$ cat src/rtl/lzfd_pkg.sv
// ----------------------------------------------------------------------------
// lzfd_pkg
// Shared types and constants of the LZSS flag-byte decompressor.
// ----------------------------------------------------------------------------
package lzfd_pkg;

	localparam int WIN_DEPTH = 4096;
	localparam int WIN_AW    = $clog2(WIN_DEPTH);
	localparam int LEN_W     = 5;
	localparam int Q_DEPTH   = 4;
	localparam int Q_AW      = $clog2(Q_DEPTH);

	localparam logic [1:0] MAX_MODE = 2'd2;
	localparam logic [3:0] FLAG_COUNT = 4'd8;

	// configuration register indexes
	localparam logic REG_OUTPUT_SIZE = 1'b0;
	localparam logic REG_MATCH_MODE  = 1'b1;

	typedef struct packed {
		logic [7:0] in_byte;
		logic       stream_start;
	} in_item_t;

	typedef struct packed {
		logic [7:0] out_byte;
		logic       run_last;
		logic       stream_done;
	} out_item_t;

	// one classified command from the parser to the copy engine
	typedef struct packed {
		logic              is_match;
		logic              restart;
		logic              done;
		logic [7:0]        lit;
		logic [WIN_AW-1:0] dist_m1;
		logic [LEN_W-1:0]  count;
	} cmd_t;

	typedef struct packed {
		logic pop;
		logic busy;
	} bk_stat_t;

endpackage

$ cat src/rtl/lzfd_front.sv
// ----------------------------------------------------------------------------
// lzfd_front
// Parser: tracks flag bits, token bytes and the remaining output count, and
// turns each literal or complete token into one command.
// ----------------------------------------------------------------------------
module lzfd_front import lzfd_pkg::*; #(
	parameter int SIZE_WIDTH = 24
) (
	input  logic                  clk,
	input  logic                  arst_n,
	input  logic                  take,
	input  in_item_t              item,
	input  logic [SIZE_WIDTH-1:0] output_size,
	input  logic [1:0]            match_mode,
	output logic                  push,
	output cmd_t                  cmd
);

	localparam logic [1:0] PH_FLAG  = 2'd0;
	localparam logic [1:0] PH_ITEM  = 2'd1;
	localparam logic [1:0] PH_TOKHI = 2'd2;

	logic [1:0]            phase_q, phase_e, phase_d;
	logic [7:0]            flag_q, flag_e, flag_d;
	logic [3:0]            left_q, left_e, left_d, left_dec;
	logic [7:0]            tok_q, tok_e, tok_d;
	logic [SIZE_WIDTH-1:0] rem_q, rem_e, rem_d;
	logic                  restart_q, restart_e;
	logic [1:0]            mode_c;
	logic [LEN_W-1:0]      len, n;
	logic [SIZE_WIDTH-1:0] len_w, n_w;
	logic                  push_c;

	always_comb begin
		phase_e   = item.stream_start ? PH_FLAG : phase_q;
		flag_e    = item.stream_start ? 8'd0 : flag_q;
		left_e    = item.stream_start ? 4'd0 : left_q;
		tok_e     = item.stream_start ? 8'd0 : tok_q;
		rem_e     = item.stream_start ? output_size : rem_q;
		restart_e = item.stream_start | restart_q;

		mode_c   = (match_mode > MAX_MODE) ? MAX_MODE : match_mode;
		len      = LEN_W'(tok_e[3:0]) + LEN_W'(mode_c) + LEN_W'(1);
		len_w    = SIZE_WIDTH'(len);
		n        = (rem_e < len_w) ? rem_e[LEN_W-1:0] : len;
		n_w      = SIZE_WIDTH'(n);
		left_dec = left_e - 4'd1;

		phase_d = phase_e;
		flag_d  = flag_e;
		left_d  = left_e;
		tok_d   = tok_e;
		rem_d   = rem_e;
		push_c  = 1'b0;

		cmd.is_match = 1'b0;
		cmd.restart  = restart_e;
		cmd.done     = 1'b0;
		cmd.lit      = item.in_byte;
		cmd.dist_m1  = {item.in_byte, tok_e[7:4]};
		cmd.count    = n;

		// a finished stream swallows every byte
		if (rem_e != '0) begin
			unique case (phase_e)
				PH_ITEM: begin
					if (flag_e[0]) begin
						push_c   = 1'b1;
						cmd.done = (rem_e == SIZE_WIDTH'(1));
						rem_d    = rem_e - SIZE_WIDTH'(1);
						flag_d   = flag_e >> 1;
						left_d   = left_dec;
						phase_d  = (left_dec != 4'd0) ? PH_ITEM : PH_FLAG;
					end else begin
						tok_d   = item.in_byte;
						phase_d = PH_TOKHI;
					end
				end
				PH_TOKHI: begin
					push_c       = 1'b1;
					cmd.is_match = 1'b1;
					cmd.done     = (rem_e == n_w);
					rem_d        = rem_e - n_w;
					flag_d       = flag_e >> 1;
					left_d       = left_dec;
					phase_d      = (left_dec != 4'd0) ? PH_ITEM : PH_FLAG;
				end
				default: begin
					flag_d  = item.in_byte;
					left_d  = FLAG_COUNT;
					phase_d = PH_ITEM;
				end
			endcase
		end
	end

	assign push = take & push_c;

	always_ff @(posedge clk or negedge arst_n) begin
		if (!arst_n) begin
			phase_q   <= PH_FLAG;
			flag_q    <= '0;
			left_q    <= '0;
			tok_q     <= '0;
			rem_q     <= SIZE_WIDTH'(1);
			restart_q <= 1'b0;
		end else if (take) begin
			phase_q   <= phase_d;
			flag_q    <= flag_d;
			left_q    <= left_d;
			tok_q     <= tok_d;
			rem_q     <= rem_d;
			// hold a pending restart until a command carries it
			restart_q <= push_c ? 1'b0 : restart_e;
		end
	end

endmodule

$ cat config.mk
export PLATFORM = sky130hd
export DESIGN_NAME = lzfd_front
export DESIGN_NICKNAME = d
export VERILOG_FILES = /design/src/rtl/lzfd_pkg.sv /design/src/rtl/lzfd_front.sv
export SDC_FILE = /design/constraint.sdc
export NUM_CORES = 1
export LEC_CHECK = 0
export BUFFER_PORTS_ARGS = -buffer_cell sky130_fd_sc_hd__buf_2
export CORE_UTILIZATION = 45
export DETAILED_ROUTE_END_ITERATION = 8
export HOLD_SLACK_MARGIN = 0.08
export PLACE_DENSITY = 0.74
export SLEW_MARGIN = 25
export SYNTH_ARGS = -nofsm -noshare
export SYNTH_HDL_FRONTEND = slang
export SYNTH_SLANG_ARGS = --single-unit
$ cat constraint.sdc
create_clock -name clk -period 10.1 [get_ports clk]
set_clock_uncertainty 0.1 [all_clocks]
set_input_delay 2.02 -clock clk [delete_from_list [all_inputs] [get_ports clk]]
set_output_delay 2.02 -clock clk [all_outputs]
set_load 0.02 [all_outputs]
==> flow_metrics.py <==
metrics = {
    "die": {
        "std_cell_rows": 37,
        "io_pins": 67,
        "core_sq_mm": 0.0104,
        "start_util": 0.468,
        "fp.dieH_microns": 106,
        "dieArea_sq_mm": 0.0112,
        "die_w_microns": 106,
    },
    "global_route": {
        "grtUsageTotal": 0.258,
        "antenna_found_initial": 0,
        "overflow": 0,
        "grt_max_degree": 62,
        "grt_pass1_wl_microns": 23400,
        "first_global_vias": 4663,
    },
    "setup_path": {
        "end_kind": "primary output",
        "startpoint_type": "input pin",
        "worstPathRequired_ns": 7.98,
        "arrival_ns": 6.16,
        "crit_fanout": 50,
        "setup.worst_path.class": "input pin to primary output",
    },
    "synthesis": {
        "synthMuxAreaShare": 0.0910,
        "synth_nets": 686,
        "yosysTopAreaCellShare": 0.236,
        "synthCells": 635,
        "yosysUniqueCellTypes": 81,
        "ys_seq_elements": 47,
        "synthArstFlopShare": 1.00,
        "synth_xor_area_frac": 0.0270,
        "ys.flop_type": "dfrtp_1",
        "synth-compound-area-share": 0.250,
        "synth_top_family_by_area": "simple AND/OR/NAND/NOR gates",
        "yosysSeqAreaShare": 0.242,
        "synthesis.area_sq_mm": 0.00487,
        "synth_fa_ha_area_frac": 0.0373,
        "yosys_warnings": 0,
        "synth.area.top_cells": "dfrtp_1, mux2i_1, nor2_1",
        "synth-edff-count": 0,
        "syn_area_per_cell_sq_um": 7.67,
        "synthSimpleGateAreaFrac": 0.274,
        "yosysTopAreaCell": "dfrtp_1",
    },
    "sta": {
        "rsz0062_at_grt": "false",
        "setup_viol_count_final": 0,
        "post-route-period-util": 0.819,
        "drv_slew": 0,
        "relSlewSlack": 0.402,
        "layout_setup_ws_ns": 1.82,
        "tns_ns": 0,
        "worst_slew_pin_slew_ns": 0.897,
        "min_period_ns": 8.28,
        "max_freq_mhz": 121,
        "hold_ws_ns": 0.395,
        "hold_viol": 0,
    },
    "cells_and_area": {
        "fin_nets": 706,
        "fin_cells": 792,
        "insertedDiodeCount": 0,
        "area_growth_syn_to_layout_pct": 6.60,
        "drive_gt1_frac": 0.184,
    },
    "clocking": {
        "ctsHoldBuffers": 0,
        "cts_buffer_depth": 2,
        "cts_tree": "done",
        "cts_made_buffers": 5,
        "clock-sinks": 47,
        "post_cts_buffers": 0,
        "cts_root_buffer": "clkbuf_8",
        "clk_latency_ns": 0.32,
        "path_clk_slew_ns": 0.10,
        "cts_resized": 0,
        "cts-htree-levels": 2,
    },
    "drt": {
        "drt_iter0_markers": 448,
        "first_pass_iters": 5,
        "wl_per_cell_microns": 18.2,
        "routed_wl_microns": 14400,
        "ant_nets": 0,
        "via_per_inst": 6.34,
        "vias": 5018,
        "drc_errors": 0,
    },
    "power_and_ir_drop": {
        "combPwrFrac": 0.436,
        "power_density_mw_per_mm2": 139,
        "fin_total_pwr_mw": 0.723,
        "p_clk_frac": 0.211,
        "share_seq_of_total_power": 0.353,
        "p_switching_mw": 0.310,
        "switching_share": 0.428,
        "internal_power_mw": 0.413,
        "p_leak_nw": 2.10,
        "ir_worst_vdd_mv": 0.0753,
    },
    "placed_design": {
        "dpl.cell_count": 784,
        "port_buffers": 66,
        "place_ws_ns": 1.93,
        "gp_congestion": 1.01,
        "dp_hpwl_microns": 10500,
    },
    "worst_hold_path": {
        "hp-class": "flop to flop",
    },
    "status": {
        "status": "finished clean",
    },
    "job": {
        "maxCapViolCount": 0,
    },
}
cells in the mapped netlist (all sizes together), types with 3 or more instances:
master,number
or2,6
or3,6
a21oi,53
nand2b,12
nor4,10
and4,3
nand2,65
clkbuf,29
a32o,3
o31ai,7
or4,6
xnor2,7
mux2,12
o221ai,4
a221oi,6
inv,17
o21a,5
o211ai,5
nor3b,7
o21ai,51
o22ai,9
dfrtp,46
a31oi,7
nand3,18
nor4b,3
buf,27
a22oi,9
nand4,3
xor2,8
ha,12
nor3,29
mux2i,30
nor2b,7
nor2,76
layout make-up:
cell class                 instances  area [sq um]
multi-input combinational        515          3310
sequential                        47          1180
clock buffer                       5          68.8
inverter                          17          63.8
clock inverter                     3          47.5
timing repair buffer              69           355
tap                              136           170
fill                            1013          5230
cell usage in the layout, fill, tap and decap left out, types with 5 or more instances in the layout:
cell	synthesis	layout
a21oi_1	53	53
a221oi_1	5	5
a22oi_1	9	9
a31oi_1	7	7
buf_2	4	65
clkbuf_8	0	5
dfrtp_1	46	46
ha_1	12	12
inv_1	15	15
mux2_2	11	11
mux2i_1	29	29
nand2_1	64	64
nand2b_1	12	12
nand3_1	18	18
nor2_1	72	72
nor2b_1	7	7
nor3_1	26	26
nor3b_1	7	7
nor4_1	6	6
o211ai_1	5	5
o21a_1	5	5
o21ai_0	45	45
o22ai_1	8	8
o31ai_1	7	7
or3_1	6	6
or4_1	6	6
xnor2_1	7	7
xor2_1	8	8
power groups by stage:
stage	clock network (mW)	registers (mW)	logic (mW)
after detailed placement	0	0.257	0.309
after CTS	0.155	0.254	0.310
after floorplan	0	0.247	0.242
after global placement	0	0.256	0.302
final	0.152	0.255	0.315
after global routing	0.161	0.259	0.347
cell families after synthesis:
logic type,Yosys count
AND/OR/NAND/NOR,259
AO/OA/AOI/OAI,185
buffers and inverters,73
flip-flops,47
multiplexers,42
XOR/XNOR,15
adder cells (fa/ha/maj),14
per-layer routing:
metal / vias to the layer above / GRT usage / share of wire
met2: 239 / 0.408 / 0.45
met5: - / 0 / 0
met3: 42 / 0.0368 / 0.077
li1: 2353 / - / -
met4: 0 / 0.0853 / 0.022
met1: 2384 / 0.361 / 0.45
critical path, cell delays in order:
cell and delay (ns):
buf_2 0.54, buf_4 0.61, mux2i_1 0.44, inv_1 0.17, ha_1 0.31, nand2_1 0.08, a221oi_2 0.29, or2_1 0.49
a21oi_1 0.19, ha_1 0.33, nand2_1 0.05, o22ai_1 0.17, and4_1 0.25, buf_2 0.18
metrics by stage:
step	instance area [sq um]	utilization
after floorplan	4870	-
after global placement	5070	0.487
after detailed placement	5070	0.487
after CTS	5190	0.498
after global routing	5190	0.498
final	5190	0.498
worst paths after layout:
check,from,cells past startpoint,endpoint,slack [ns]
max in group asynchronous,arst_n,1,tok_q[4],7.86
worst max-delay path,item[0],14,cmd[25],1.82
worst min register to register,flag_q[4],2,flag_q[4],0.40
min in group asynchronous,arst_n,1,rem_q[22],1.60
worst max register to register,tok_q[0],18,rem_q[22],4.69
worst min-delay path,flag_q[4],2,flag_q[4],0.40
registers in the layout (all words and copies together), names as in the netlist:
signal     flops
rem_q         24
flag_q         8
tok_q          8
left_q         4
phase_q        2
restart_q      1
(Power assumes the default switching activity.)
