File: config.mk
export PLATFORM = sky130hd
export DESIGN_NAME = lzfd_queue
export DESIGN_NICKNAME = d
export VERILOG_FILES = /design/src/rtl/lzfd_pkg.sv /design/src/rtl/lzfd_queue.sv
export SDC_FILE = /design/constraint.sdc
export NUM_CORES = 1
export LEC_CHECK = 0
export BUFFER_PORTS_ARGS = -buffer_cell sky130_fd_sc_hd__buf_2
export CORE_MARGIN = 10
export CORE_UTILIZATION = 50
export DETAILED_ROUTE_END_ITERATION = 8
export GPL_TIMING_DRIVEN = 0
export HOLD_SLACK_MARGIN = 0.03
export PLACE_DENSITY_LB_ADDON = 0.25
export SLEW_MARGIN = 20
export SYNTH_ARGS = -nofsm -noshare
export SYNTH_HDL_FRONTEND = slang
export SYNTH_SLANG_ARGS = --single-unit
File: constraint.sdc
create_clock -name clk -period 3.9 [get_ports clk]
set_clock_uncertainty 0.05 [all_clocks]
set_input_delay 0.39 -clock clk [delete_from_list [all_inputs] [get_ports clk]]
set_output_delay 0.39 -clock clk [all_outputs]
set_load 0.02 [all_outputs]
File: src/rtl/lzfd_pkg.sv
// ----------------------------------------------------------------------------
// lzfd_pkg
// Shared types and constants of the LZSS flag-byte decompressor.
// ----------------------------------------------------------------------------
package lzfd_pkg;

	localparam int WIN_DEPTH = 4096;
	localparam int WIN_AW    = $clog2(WIN_DEPTH);
	localparam int LEN_W     = 5;
	localparam int Q_DEPTH   = 4;
	localparam int Q_AW      = $clog2(Q_DEPTH);

	localparam logic [1:0] MAX_MODE = 2'd2;
	localparam logic [3:0] FLAG_COUNT = 4'd8;

	// configuration register indexes
	localparam logic REG_OUTPUT_SIZE = 1'b0;
	localparam logic REG_MATCH_MODE  = 1'b1;

	typedef struct packed {
		logic [7:0] in_byte;
		logic       stream_start;
	} in_item_t;

	typedef struct packed {
		logic [7:0] out_byte;
		logic       run_last;
		logic       stream_done;
	} out_item_t;

	// one classified command from the parser to the copy engine
	typedef struct packed {
		logic              is_match;
		logic              restart;
		logic              done;
		logic [7:0]        lit;
		logic [WIN_AW-1:0] dist_m1;
		logic [LEN_W-1:0]  count;
	} cmd_t;

	typedef struct packed {
		logic pop;
		logic busy;
	} bk_stat_t;

endpackage

File: src/rtl/lzfd_queue.sv
// ----------------------------------------------------------------------------
// lzfd_queue
// Short command queue between the parser and the copy engine.
// ----------------------------------------------------------------------------
module lzfd_queue import lzfd_pkg::*; (
	input  logic clk,
	input  logic arst_n,
	input  logic push,
	input  cmd_t push_cmd,
	input  logic pop,
	output logic space,
	output logic head_valid,
	output cmd_t head
);

	cmd_t            slot_q [Q_DEPTH];
	logic [Q_AW-1:0] wr_ptr_q, rd_ptr_q;
	logic [Q_AW:0]   count_q;

	assign space      = (count_q != (Q_AW+1)'(Q_DEPTH));
	assign head_valid = (count_q != '0);
	assign head       = slot_q[rd_ptr_q];

	always_ff @(posedge clk) begin
		if (push) begin
			slot_q[wr_ptr_q] <= push_cmd;
		end
	end

	always_ff @(posedge clk or negedge arst_n) begin
		if (!arst_n) begin
			wr_ptr_q <= '0;
			rd_ptr_q <= '0;
			count_q  <= '0;
		end else begin
			if (push) begin
				wr_ptr_q <= wr_ptr_q + Q_AW'(1);
			end
			if (pop) begin
				rd_ptr_q <= rd_ptr_q + Q_AW'(1);
			end
			unique case ({push, pop})
				2'b10:   count_q <= count_q + (Q_AW+1)'(1);
				2'b01:   count_q <= count_q - (Q_AW+1)'(1);
				default: count_q <= count_q;
			endcase
		end
	end

endmodule

==> results.tsv, run 1 <==
stage	metric	value	unit
run_status	status	complete, no violations	
clocking	post_cts_buffers	0	
route	drtPass1Iterations	4	
cells_and_area	fin_cells	395	
sta	max_slew_margin	77.4	%
die	start_util	51.2	%
sta	hold_violations	0	
power	power.density	809	nW/µm²
setup_path	cp_max_fo	10	
clocking	cts-root-buf	clkbuf_8	
place	portBuffers	61	
logic_synthesis	synth_nets	221	
logic_synthesis	synth.distinct_cells	17	
setup_path	critPathLaunchType	flip-flop	
route	drt_iter0_markers	113	
sta	finalCritPeriodShare	59.0	%
worst_hold_path	worstHoldStart	push_cmd[3]	
global_routing	grt_start_max_net_pins	28	
die	std_cell_rows	34	
clocking	numCtsBuffers	17	
cells_and_area	nNetsFinal	314	
power	ir_worst_vdd	0.438	mV
route	avgRoutedWirePerCell	19.8	µm
route	drt-total-wl	7830	µm
sta	tightest_slew	339	ps
logic_synthesis	netlist_instances	183	
logic_synthesis	synth_warnings	0	
cells_and_area	diodes	0	
clocking	htreeDepth	4	
die	dieArea	13000	µm²
cells_and_area	nFillCells	619	
global_routing	antenna_found_initial	0	
setup_path	crit_arrival	1860	ps
clocking	clock_latency	490	ps
worst_hold_path	hp-class	input port to flip-flop	
sta	setup_viol	0	
setup_path	critPathKind	flip-flop to output pin	
route	vias	2073	
sta	post-route-min-period	2300	ps
place	dp_hpwl	5050	µm
setup_path	required	3460	ps
clocking	ctsResizeCount	0	
sta	fmax	434	MHz
logic_synthesis	syn_area	4440	µm²
global_routing	track_usage	12.6	%
setup_path	end_kind	output pin	
die	die_w	114	µm
clocking	path_clk_slew	50	ps
global_routing	grt_pass1_vias	2276	
sta	slew_violations	0	
setup_path	cp-startpoint	rd_ptr_q[1]$_DFFE_PN0P_	
logic_synthesis	syn_area_per_cell	24.3	µm²
die	ios	62	
clocking	numClockSinks	119	
place	gp_congestion	0.650	
cells_and_area	multi_input_area	832	µm²
route	ant_nets	0	
setup_path	r2r-start	wr_ptr_q[0]$_DFFE_PN0P_	
cells_and_area	regArea	3540	µm²
logic_synthesis	ys_seq_area_share	79.7	%
clocking	clk_path_buf_depth	2	
global_routing	grt_pass1_wl	12300	µm
job	cap_violations	0	
route	remaining_drc_errors	0	
cells_and_area	drive_above_1_share	45.3	%
global_routing	grt.overflow.total	0	
die	core_area	8680	µm²
logic_synthesis	ys_ff_latch	119	
sta	grt_setup_unrepaired	no	
route	routed_via_density	5.25	
cells_and_area	area_delta_synth_final	26.8	%
power	leakage	2.04	nW
sta	finalSetupTns	0	ps
die	dieHeight	114	µm
place	dp_cells	356	
clocking	cts_tree	built	
[flip-flops by register name, summed over array words and instances, names as in the netlist]
name,flops
count_q,3
wr_ptr_q,2
rd_ptr_q,2
slot_q,112
[layout make-up]
type	count	area share [%]
Timing Repair Buffer	74	8.84
Buffer	6	0.911
Multi-Input combinational cell	52	14.8
Clock inverter	13	2.47
Inverter	6	0.400
Clock buffer	17	7.36
Tap cell	108	2.40
Sequential cell	119	62.8
[cells in the mapped netlist]
cell	n	area share, %
edfxtp_1	112	76
mux4_2	28	14
dfrtp_1	7	3.9
inv_1	6	0.51
ha_1	5	1.4
and2_1	4	0.56
xor2_1	4	0.79
buf_6	3	0.76
nand2_1	3	0.25
buf_2	2	0.23
o21ai_0	2	0.23
xnor2_1	2	0.39
buf_4	1	0.17
fa_1	1	0.45
nand3_1	1	0.11
nor2_1	1	0.084
or3_1	1	0.14
[cell usage in the layout (no fill, tap or decap), types with 2 or more instances in the layout]
master           n
buf_2           63
xnor2_1          2
inv_1            6
mux4_2          28
o21ai_0          2
clkbuf_16       16
dlygate4sd3_1    9
edfxtp_1       112
buf_16           3
clkinv_2         6
ha_1             5
dfrtp_1          7
and2_2           4
xor2_1           4
bufinv_16        3
nand2_1          3
clkinv_1         3
buf_6            3
[worst max-delay path, stage by stage (launching register included)]
cell,delay [ps]
dfrtp_1,330
buf_2,260
buf_4,260
mux4_2,330
buf_2,180
[per-layer routing]
metal  vias to the layer above  GRT usage [%]  part of all wire (%)
li1                        944              -                     -
met1                      1068           14.3                    41
met2                        57           20.5                    52
met3                         4           6.29                   6.1
met4                         0           3.76                  0.45
met5                         -              0                     0
[power breakdown]
group,total [mW],internal (mW),switching (mW),leakage [nW]
logic,1.36,0.596,0.761,0.651
registers,1.76,1.68,0.0765,1.11
clock network,1.44,0.948,0.493,0.275
[worst paths after layout]
check	endpoint	slack, ps	depth (start not counted)
max	head[15]	1600	4
min	slot_q[3][3]$_DFFE_PP_	60	1
max reg2reg	slot_q[0][15]$_DFFE_PP_	2320	4
min reg2reg	count_q[2]$_DFFE_PN0P_	450	1
max in group asynchronous	count_q[0]$_DFFE_PN0P_	3440	2
min in group asynchronous	rd_ptr_q[0]$_DFFE_PN0P_	200	2
[what timing repair did]
item                                    CTS  global route
endpoints found under the setup margin    0             0
hold buffers                              1             8
hold endpoints to repair                  7            30
[cells by family (layout without fill, tap and decap cells)]
logic type                 Yosys count  in the layout  synth area share (%)
DFF                                119            119                  79.7
muxes                               28             28                  14.2
buffers and inverters               12            116                  1.66
and+or+nand+nor                     10             10                  1.16
adders and majority gates            6              6                  1.86
xor gates and xnor gates             6              6                  1.18
AOI/OAI and AO/OA                    2              2                 0.225
[stage by stage]
stage	instance area, µm²	total power, mW	util, %	setup slack, ps	hold slack [ps]
global placement	4880	3.08	56.2	1610	180
detailed placement	4990	3.17	57.5	2100	184
CTS	5550	4.63	64.0	1540	31.9
global route	5630	4.78	64.9	1490	30.4
floorplan	4440	2.69	-	2140	44.4
finish	5630	4.55	64.9	1600	57.0
Power figures use the tool's default switching activity.
==> run 2, diff against run 1 <==
--- a/config.mk
+++ b/config.mk
@@ -5,6 +5,7 @@
 export SDC_FILE = /design/constraint.sdc
 export NUM_CORES = 1
 export LEC_CHECK = 0
+export ABC_AREA = 1
 export BUFFER_PORTS_ARGS = -buffer_cell sky130_fd_sc_hd__buf_2
 export CORE_MARGIN = 10
 export CORE_UTILIZATION = 50
==> constraint.sdc (replaced) <==
create_clock -name clk -period 2.3 [get_ports clk]
set_clock_uncertainty 0.05 [all_clocks]
set_input_delay 0.23 -clock clk [delete_from_list [all_inputs] [get_ports clk]]
set_output_delay 0.23 -clock clk [all_outputs]
set_load 0.02 [all_outputs]
==> run 2 against run 1 <==
Compared with the run above:
- combinational power rose by 130%
- core utilization is 0.37 points higher
- flip-flop and latch count unchanged
- critical endpoint is now head[9]
- worst setup slack worse by 1400 ps
- largest power group is now combinational cells
- critical path type unchanged
- largest cell class unchanged
- highest routed layer unchanged
==> results.tsv, run 2 <==
stage	metric	value	unit	change
run_status	status	complete, no violations		
route	drt_iter0_markers	143		+27%
clocking	numCtsBuffers	17		unchanged
route	drt-total-wl	10200	µm	+30%
route	ant_nets	0		unchanged
setup_path	crit_buf_inv	3		unchanged
route	routed_via_density	4.96		-5.4%
cells_and_area	mostFrequentLayoutCell	edfxtp_1		
logic_synthesis	synth.cells.most_frequent	112 x edfxtp_1, 95 x nand2_1, 70 x inv_1, 47 x o211ai_1, 9 x o211ai_2		
clocking	clk_path_buf_depth	2		unchanged
sta	setup_viol	0		unchanged
power	ir_worst_vdd	1.05	mV	+140%
logic_synthesis	ys_seq_area_share	71.8	%	-7.9 points
setup_path	rrSetupSlack	580	ps	-1740 ps
sta	hold_violations	0		unchanged
sta	fmax	486	MHz	
clocking	clock_latency	500	ps	about the same
logic_synthesis	synth_warnings	0		unchanged
clocking	htreeDepth	4		unchanged
logic_synthesis	ys_ff_latch	119		unchanged
worst_hold_path	hp-class	flip-flop to flip-flop		
global_routing	grt.overflow.total	0		unchanged
cells_and_area	drive_above_1_share	24.4	%	-21 points
logic_synthesis	synth_area_leaders	edfxtp_1 68%, nand2_1 7.2%, o211ai_1 7.2%		
cells_and_area	nNetsFinal	526		+68%
logic_synthesis	synth-main-ff-cell	edfxtp_1		
global_routing	grt_start_max_net_pins	29		+3.6%
setup_path	critPathKind	flip-flop to output pin		
die	dieArea	14200	µm²	+9.0%
cells_and_area	diodes	0		unchanged
power	leakage	2.64	nW	+30%
logic_synthesis	synthArstFlopShare	5.88	%	unchanged
sta	finalSetupTns	0	ps	unchanged
setup_path	cpPeakStageDelay	330	ps	about the same
die	core_area	9680	µm²	+12%
setup_path	path_delay_family	buffers and inverters		
logic_synthesis	netlist_instances	376		+110%
setup_path	r2r_end	slot_q[0][13]$_DFFE_PP_		
sta	slew_violations	0		unchanged
clocking	numClockSinks	119		unchanged
die	ios	62		unchanged
sta	finalCritPeriodShare	89.5	%	
setup_path	ff2ff_path_depth	4		unchanged
cells_and_area	largest_reg_flops	112		unchanged
sta	max_slew_margin	54.0	%	-23 points
cells_and_area	regMostFlops	slot_q		
cells_and_area	area_delta_synth_final	28.2	%	
logic_synthesis	synth_nets	414		+87%
route	drtPass1Iterations	4		unchanged
place	dp_hpwl	6130	µm	+21%
place	dp_cells	569		+60%
place	gp_congestion	0.723		+11%
global_routing	track_usage	14.9	%	+2.3 points
cells_and_area	fin_cells	634		+61%
setup_path	crit_cells	5		+1
global_routing	grt_pass1_vias	3353		+47%
clocking	cts-root-buf	clkbuf_8		
setup_path	end_kind	output pin		
route	avgRoutedWirePerCell	16.1	µm	-19%
logic_synthesis	netlist.top_cell.by_area	edfxtp_1		
sta	grt_setup_unrepaired	no		
clocking	cts_tree	built		
die	std_cell_rows	36		+5.9%
setup_path	r2r-start	wr_ptr_q[0]$_DFFE_PN0P_		
logic_synthesis	synth_edf_count	112		unchanged
sta	post-route-min-period	2060	ps	
place	portBuffers	60		-1.6%
setup_path	critPathLaunchType	flip-flop		
setup_path	critPathSlowestCell	dfrtp_1		
global_routing	grt_pass1_wl	16400	µm	+34%
logic_synthesis	synth.distinct_cells	18		+1
route	remaining_drc_errors	0		unchanged
logic_synthesis	synth_top_area_share	68.2	%	-7.5 points
setup_path	crit_chain	buf_2, buf_2, o211ai_1, nand2_1, buf_2		
setup_path	crit_top_cell	buf_2		
setup_path	required	2020	ps	-1440 ps
power	power.density	1370	nW/µm²	+69%
cells_and_area	final_core_util	65.2	%	+0.37 points
global_routing	antenna_found_initial	0		unchanged
setup_path	cp-startpoint	rd_ptr_q[1]$_DFFE_PN0P_		
job	cap_violations	0		unchanged
clocking	post_cts_buffers	0		unchanged
sta	tightest_slew	689	ps	+349 ps
cells_and_area	layout_common_cells	112 x edfxtp_1, 95 x nand2_1, 68 x buf_2, 66 x inv_1, 47 x o211ai_1		
setup_path	crit_arrival	1780	ps	-80 ps
setup_path	cp_max_fo	10		unchanged
logic_synthesis	syn_area_per_cell	13.1	µm²	-46%
die	die_w	119	µm	+4.4%
die	start_util	50.9	%	-0.26 points
logic_synthesis	synth.most_common_cell	edfxtp_1		
clocking	path_clk_slew	60	ps	about the same
setup_path	crit_path_end	head[9]		
logic_synthesis	syn_area	4930	µm²	+11%
route	vias	3146		+52%
die	dieHeight	119	µm	+4.4%
cells_and_area	reg_top3	slot_q: 112 flops, count_q: 3 flops		
==> run 2: cell types whose count changed after synthesis, moves of 2 or more <==
cell,change
inv_1,+64
buf_2,+6
and2_1,-4
nand3_1,+2
nand2_1,+92
buf_6,+4
o211ai_2,+9
mux4_2,-28
o211ai_1,+47
clkbuf_1,+2
==> run 2: worst min path at each step <==
stage	startpoint	end	cells past startpoint
after floorplan	arst_n	count_q[0]$_DFFE_PN0P_	0
after global placement	arst_n	wr_ptr_q[0]$_DFFE_PN0P_	1
after detailed placement	arst_n	wr_ptr_q[1]$_DFFE_PN0P_	1
after CTS	push_cmd[13]	slot_q[2][13]$_DFFE_PP_	2
after global routing	push_cmd[8]	slot_q[2][8]$_DFFE_PP_	2
final	count_q[0]$_DFFE_PN0P_	count_q[0]$_DFFE_PN0P_	1
==> run 2: stage by stage <==
stage          setup WS, ps  hold WS [ps]  total power [mW]  area, µm²
2_1_floorplan           638          -116              5.07       4930
3_3_place_gp            209          28.1              6.04       5400
5_1_grt                 112           417              9.15       6320
4_1_cts                 134           401              8.75       6320
3_5_place_dp            585          35.5              6.11       5400
6_report                241           429              8.65       6320
==> run 2: per-layer routing <==
metal | routed length (µm) | up-vias | global-route usage [%]
met5 | 0 | - | 0
met3 | 636 | 15 | 4.25
met4 | 138 | 0 | 7.40
met2 | 5470 | 90 | 26.5
li1 | - | 1518 | -
met1 | 3940 | 1523 | 15.8
==> run 2: what timing repair did <==
action | in CTS | in global routing
endpoints found under the setup margin | 0 | 1
hold buffers | 33 | 0
gates resized for setup | 0 | 2
endpoints found under the hold margin | 122 | 0
==> run 2: layout make-up <==
cell class                 instances  area (µm²)
sequential                       119        3540
fill                             708        3370
multi-input combinational        167         971
timing repair buffer              93         631
clock buffer                      18         418
inverter                          70         263
clock inverter                    14         174
tap                              133         166
buffer                            20         158
==> run 2: kinds of logic (layout without fill, tap and decap cells) <==
kind of cell             after synthesis  count (layout)  share of synthesized area [%]
flip-flops                           119             119                           71.8
AND/OR/NAND/NOR                       99              99                           7.67
buffers and inverters                 90             215                           8.50
AO/OA/AOI/OAI                         58              58                           9.65
adder cells (fa/ha/maj)                6               6                           1.68
XOR/XNOR                               4               4                          0.711
==> run 2: where the power goes <==
| part | internal (mW) | leakage, nW | total (mW) | switching, mW |
|---|---|---|---|---|
| logic | 1.03 | 1.25 | 3.09 | 2.06 |
| registers | 2.85 | 1.11 | 2.98 | 0.126 |
| clock network | 1.66 | 0.280 | 2.58 | 0.928 |
